===== src/hdl/iirfir_pkg.sv =====
// Shared types and constants for the direct-form-I IIR/FIR filter.
`default_nettype none

package iirfir_pkg;

   localparam int SAMPLE_W      = 16;
   localparam int COEF_W        = 16;
   localparam int PROD_W        = SAMPLE_W + COEF_W;
   localparam int ACC_W         = PROD_W + 3;
   localparam int NUM_B         = 4;
   localparam int NUM_A         = 3;
   localparam int CSR_IDX_W     = 3;
   localparam int DEFAULT_ORDER = 3;
   localparam int DEFAULT_FRAC  = 12;

   typedef enum logic [CSR_IDX_W-1:0] {
      REG_COEF_B0  = 3'd0,
      REG_COEF_B1  = 3'd1,
      REG_COEF_B2  = 3'd2,
      REG_COEF_B3  = 3'd3,
      REG_COEF_A1  = 3'd4,
      REG_COEF_A2  = 3'd5,
      REG_COEF_A3  = 3'd6,
      REG_IIR_MODE = 3'd7
   } csr_index_type;

   typedef struct packed {
      logic                          iir_mode;
      logic [NUM_A-1:0][COEF_W-1:0]  a;
      logic [NUM_B-1:0][COEF_W-1:0]  b;
   } coef_type;

endpackage

`default_nettype wire


===== src/hdl/iirfir_csr.sv =====
// Coefficient and mode registers written through the configuration channel.
`default_nettype none

module iirfir_csr (
   input  wire logic                             clock,
   input  wire logic                             reset,
   input  wire logic                             csr_valid,
   output      logic                             csr_ready,
   input  wire logic [iirfir_pkg::CSR_IDX_W-1:0] csr_index,
   input  wire logic [iirfir_pkg::COEF_W-1:0]    csr_data,
   output      iirfir_pkg::coef_type             coef
);
   import iirfir_pkg::*;

   coef_type coef_ff;
   coef_type coef_in;

   assign csr_ready = 1'b1;
   assign coef      = coef_ff;

   always_comb begin
      coef_in = coef_ff;
      if (csr_valid) begin
         case (csr_index_type'(csr_index))
            REG_COEF_B0:  coef_in.b[0]     = csr_data;
            REG_COEF_B1:  coef_in.b[1]     = csr_data;
            REG_COEF_B2:  coef_in.b[2]     = csr_data;
            REG_COEF_B3:  coef_in.b[3]     = csr_data;
            REG_COEF_A1:  coef_in.a[0]     = csr_data;
            REG_COEF_A2:  coef_in.a[1]     = csr_data;
            REG_COEF_A3:  coef_in.a[2]     = csr_data;
            REG_IIR_MODE: coef_in.iir_mode = csr_data[0];
            default:      coef_in          = coef_ff;
         endcase
      end
   end

   always_ff @(posedge clock) begin
      if (reset) begin
         coef_ff <= '0;
      end else begin
         coef_ff <= coef_in;
      end
   end

endmodule

`default_nettype wire


===== config.mk =====
export PLATFORM = sky130hd
export DESIGN_NAME = iirfir_csr
export DESIGN_NICKNAME = d
export VERILOG_FILES = /design/src/hdl/iirfir_pkg.sv /design/src/hdl/iirfir_csr.sv
export SDC_FILE = /design/constraint.sdc
export NUM_CORES = 1
export LEC_CHECK = 0
export BUFFER_PORTS_ARGS = -buffer_cell sky130_fd_sc_hd__buf_4
export CORE_ASPECT_RATIO = 1.75
export CORE_UTILIZATION = 50
export CTS_CLUSTER_SIZE = 10
export DETAILED_ROUTE_END_ITERATION = 10
export GPL_TIMING_DRIVEN = 0
export PLACE_DENSITY = 0.88
export SLEW_MARGIN = 20
export SYNTH_ARGS = -nofsm -noshare
export SYNTH_HDL_FRONTEND = slang
export SYNTH_SLANG_ARGS = --single-unit

===== constraint.sdc =====
create_clock -name clock -period 2.12 [get_ports clock]
set_clock_uncertainty 0.2 [all_clocks]
set_input_delay 0.53 -clock clock [delete_from_list [all_inputs] [get_ports clock]]
set_output_delay 0.53 -clock clock [all_outputs]
set_load 0.01 [all_outputs]

# == After elaboration in Yosys (flattened, before gate mapping) ==
# Cells that the tools add are included.
# totals
reg_bits,113
inputBits,22
output_inout_bits,114
# classes
n_eq_ne,7
reduce_logical,9
# op_table
cell,count
$reduce_and 2->1,8
$eq 3x3->1 const B,4
$eq 3x2->1 const B,2
$eq 3x1->1 const B,1
$logic_not 3->1,1

# == Depth between registers and ports, before layout ==
# logic_depth
depth_word,2
mapped_depth,4
depth_no_buf,2

# == Worst setup path after synthesis ==
# No wires, ideal clock.
# synth_timing
path_kind,input-to-reg
from,in csr_index[2] (netlist bit)
to,"reg coef_ff, in the netlist coef[10]"
setup_ps,125
arrival_time_ps,1457
t_required_ps,1795
path_slack_ps,337
stages,4
path_buffers,2
path_cell_list,or4b_1 buf_6 buf_12 mux2i_1
# synth_between
elab_chain_cells,2
# synth_lines
element,line,source
"start, declared",iirfir_csr.sv:9,"input wire logic [iirfir_pkg::CSR_IDX_W-1:0] csr_index,"
$logic_not 3->1,iirfir_csr.sv:24,case (csr_index_type'(csr_index))
$reduce_and 2->1 (no source line),n/a,
"end signal, assigned",iirfir_csr.sv:42,coef_ff <= coef_in;
"end, declared",iirfir_csr.sv:15,coef_type coef_ff;
# No other way between the ends.
# A chain may end at the register's enable or synchronous reset.

==> metrics.csv <==
stage,metric,value,unit
global_route,gr ovfl total,0,
timing,worst setup margin,0.284,ns
clock_network,post-CTS sizing,0,
die,Initial Util,0.513,
synthesis,Synth Register Bits,113,
clock_network,H-tree levels,4,
power_and_ir_drop,PD cells,829,nW/µm²
min_path,Hold WC Path Type,reg -> reg,
placed_design,IO buf count,134,
global_route,number of global-route vias before repair,3505,
synthesis,Synth cell types,15,
timing,endpoints failing setup,0,
timing,RSZ-0062 raised after global routing,no,
timing,final hold vios,0,
power_and_ir_drop,Psw,1120,µW
synthesis,"Cell Area, Synth",4450,µm²
power_and_ir_drop,maximum vdd drop,719,µV
synthesis,Synth top area share,0.509,
synthesis,post-synthesis sequential area ratio,0.509,
detailed_routing,routed len/inst,16.9,µm
finish,fin util,0.707,
worst_setup_path,CP max FO,10,
worst_setup_path,arrival time worst endpoint,1.90,ns
worst_setup_path,CP Launch Type,input pin,
clock_network,"Hold-fix buffers, CTS",0,
clock_network,Clock Latency Late Sink,0.40,ns
global_route,first-pass GRT wire length,17.9,mm
synthesis,Post-Syn Nets,417,
timing,Tmin final,1.84,ns
finish,fill count,678,
global_route,largest net degree at the start of global routing,17,
detailed_routing,Post-Route WL,11.5,mm
placed_design,Cell Count Post-Placement,646,
synthesis,Ys Warns,0,
global_route,initial antenna violation count,0,
synthesis,dominant cell type by area after synthesis,dfxtp_1,
power_and_ir_drop,total power,5080,µW
power_and_ir_drop,Comb power frac,0.071,
clock_network,Worst-path clk slew,0.05,ns
timing,Max Clock Freq,545,MHz
finish,Post-Layout Cell Count,678,
clock_network,CTS tree,built,
detailed_routing,Remaining DRCs,0,
status,outcome,completed,
finish,share of cells above drive strength 1,0.314,
clock_network,Root Buffer,clkbuf_16,
synthesis,"Avg Cell Area, Syn",11.3,µm²
timing,"Period Utilization, post-route",0.866,
die,Die Height,127,µm
detailed_routing,via/cell ratio,4.97,
job,max_cap viols,0,
detailed_routing,via count,3368,
finish,max reg flops,113,
die,Rows,45,
global_route,GRT Total Usage,0.261,
worst_setup_path,WS Path Type,in -> reg,
worst_setup_path,CP Data Required Time,2.18,ns
placed_design,Final Wtd Congestion,0.796,
synthesis,Synth area leaders,"dfxtp_1 (51%), mux2i_1 (25%), nand2b_1 (18%)",
die,core region area,8670,µm²
power_and_ir_drop,Clock Power Share,0.495,
detailed_routing,drt pass-1 iters,5,
synthesis,Mapped Cells,395,
clock_network,TritonCTS sink count,113,
placed_design,DP Wirelength,8.33,mm
detailed_routing,Routed Antenna Nets,0,
finish,diodes inserted,0,
finish,Area Overhead vs Synth,37.8,%
finish,Nets,570,
power_and_ir_drop,Static Leakage,0.00315,µW
power_and_ir_drop,Sw Ratio,0.221,
timing,Max Slew Vio Count,0,
power_and_ir_drop,Reg power frac,0.434,
power_and_ir_drop,Internal,3960,µW
clock_network,CTS Buffer Depth,2,
clock_network,CTS buffer count,17,
die,die width,73.3,µm
die,I/O pin count,136,
clock_network,Post-CTS Setup Repair Bufs,0,
die,die outline area,9290,µm²
detailed_routing,drt initial violations,150,
worst_setup_path,Worst Setup End Kind,flop,
placed_design,Place WS,-0.133,ns
kinds of logic (layout without fill, tap and decap cells):
| group | Yosys count | count (layout) | synth area share |
|---|---|---|---|
| multiplexers | 113 | 113 | 0.254 |
| flip-flops | 113 | 113 | 0.509 |
| buffers and inverters | 30 | 196 | 0.0349 |
| other | 1 | 1 | 0.000844 |
| AND/OR/NAND/NOR | 138 | 138 | 0.201 |
area by class of cell:
type	count	area (µm²)	share of cell area
flip-flops and latches	113	2260	0.369
multi-input cells	252	2030	0.331
repair buffers	134	1010	0.164
clock buffers	26	499	0.0815
plain buffers	30	155	0.0253
well taps	117	146	0.0239
clock inverters	6	30.0	0.00490
per-stage QoR:
stage | hold WS, ns | area, µm² | TNS, ns
floorplan | 0.293 | 4450 | 0
global placement | 0.261 | 5600 | -2.12
detailed placement | 0.264 | 5600 | -3.85
CTS | 0.277 | 6130 | 0
global route | 0.294 | 6130 | 0
finish | 0.275 | 6130 | 0
cell usage in the layout (no fill, tap or decap):
master,Yosys,routed
buf_4,1,135
nand2b_1,129,129
mux2i_1,113,113
dfxtp_1,113,113
clkbuf_1,14,19
clkbuf_16,0,17
buf_2,12,12
clkinv_2,0,6
clkbuf_8,0,4
nand4b_1,3,3
nand4bb_1,3,3
and4b_1,1,1
buf_1,1,1
or4b_1,1,1
buf_6,1,1
buf_12,1,1
nand4_1,1,1
conb_1,1,1
path summary, 6_finish.rpt:
kind / slack [ns] / depth (start not counted) / start / end
setup reg to reg: 1.23 / 2 / coef[58]$_SDFFE_PP0P_ / coef[58]$_SDFFE_PP0P_
setup / recovery: 0.28 / 5 / reset / coef[60]$_SDFFE_PP0P_
hold reg to reg: 0.28 / 2 / coef[82]$_SDFFE_PP0P_ / coef[82]$_SDFFE_PP0P_
hold / removal: 0.28 / 2 / coef[82]$_SDFFE_PP0P_ / coef[82]$_SDFFE_PP0P_
power groups by stage:
stage               combinational [µW]  sequential, µW  clock [µW]
global route                       385            2210        2640
CTS                                363            2200        2540
floorplan                          171            2260           0
global placement                   354            2240           0
detailed placement                 361            2240           0
finish                             362            2200        2510
metal layers:
metal  vias up  global-route usage  share of wire  wire length [µm]
met5         -                   0              0                 0
met4         0               0.150          0.034               391
met3        24              0.0667          0.047               541
met2       108               0.452           0.54              6180
met1      1620               0.280           0.38              4380
li1       1616                   -              -                 -
synth_stat cells, drive strengths merged:
library cell  count
nand4bb           3
nand4             1
nand4b            3
or4b              1
and4b             1
buf              16
nand2b          129
dfxtp           113
clkbuf           14
mux2i           113
conb              1
worst max-delay path: stages:
cell and delay [ns]:
buf_4 0.09, clkbuf_1 0.34, clkbuf_1 0.35, nand2b_1 0.43, mux2i_1 0.15
No activity file was read; power rests on OpenSTA's default activity.
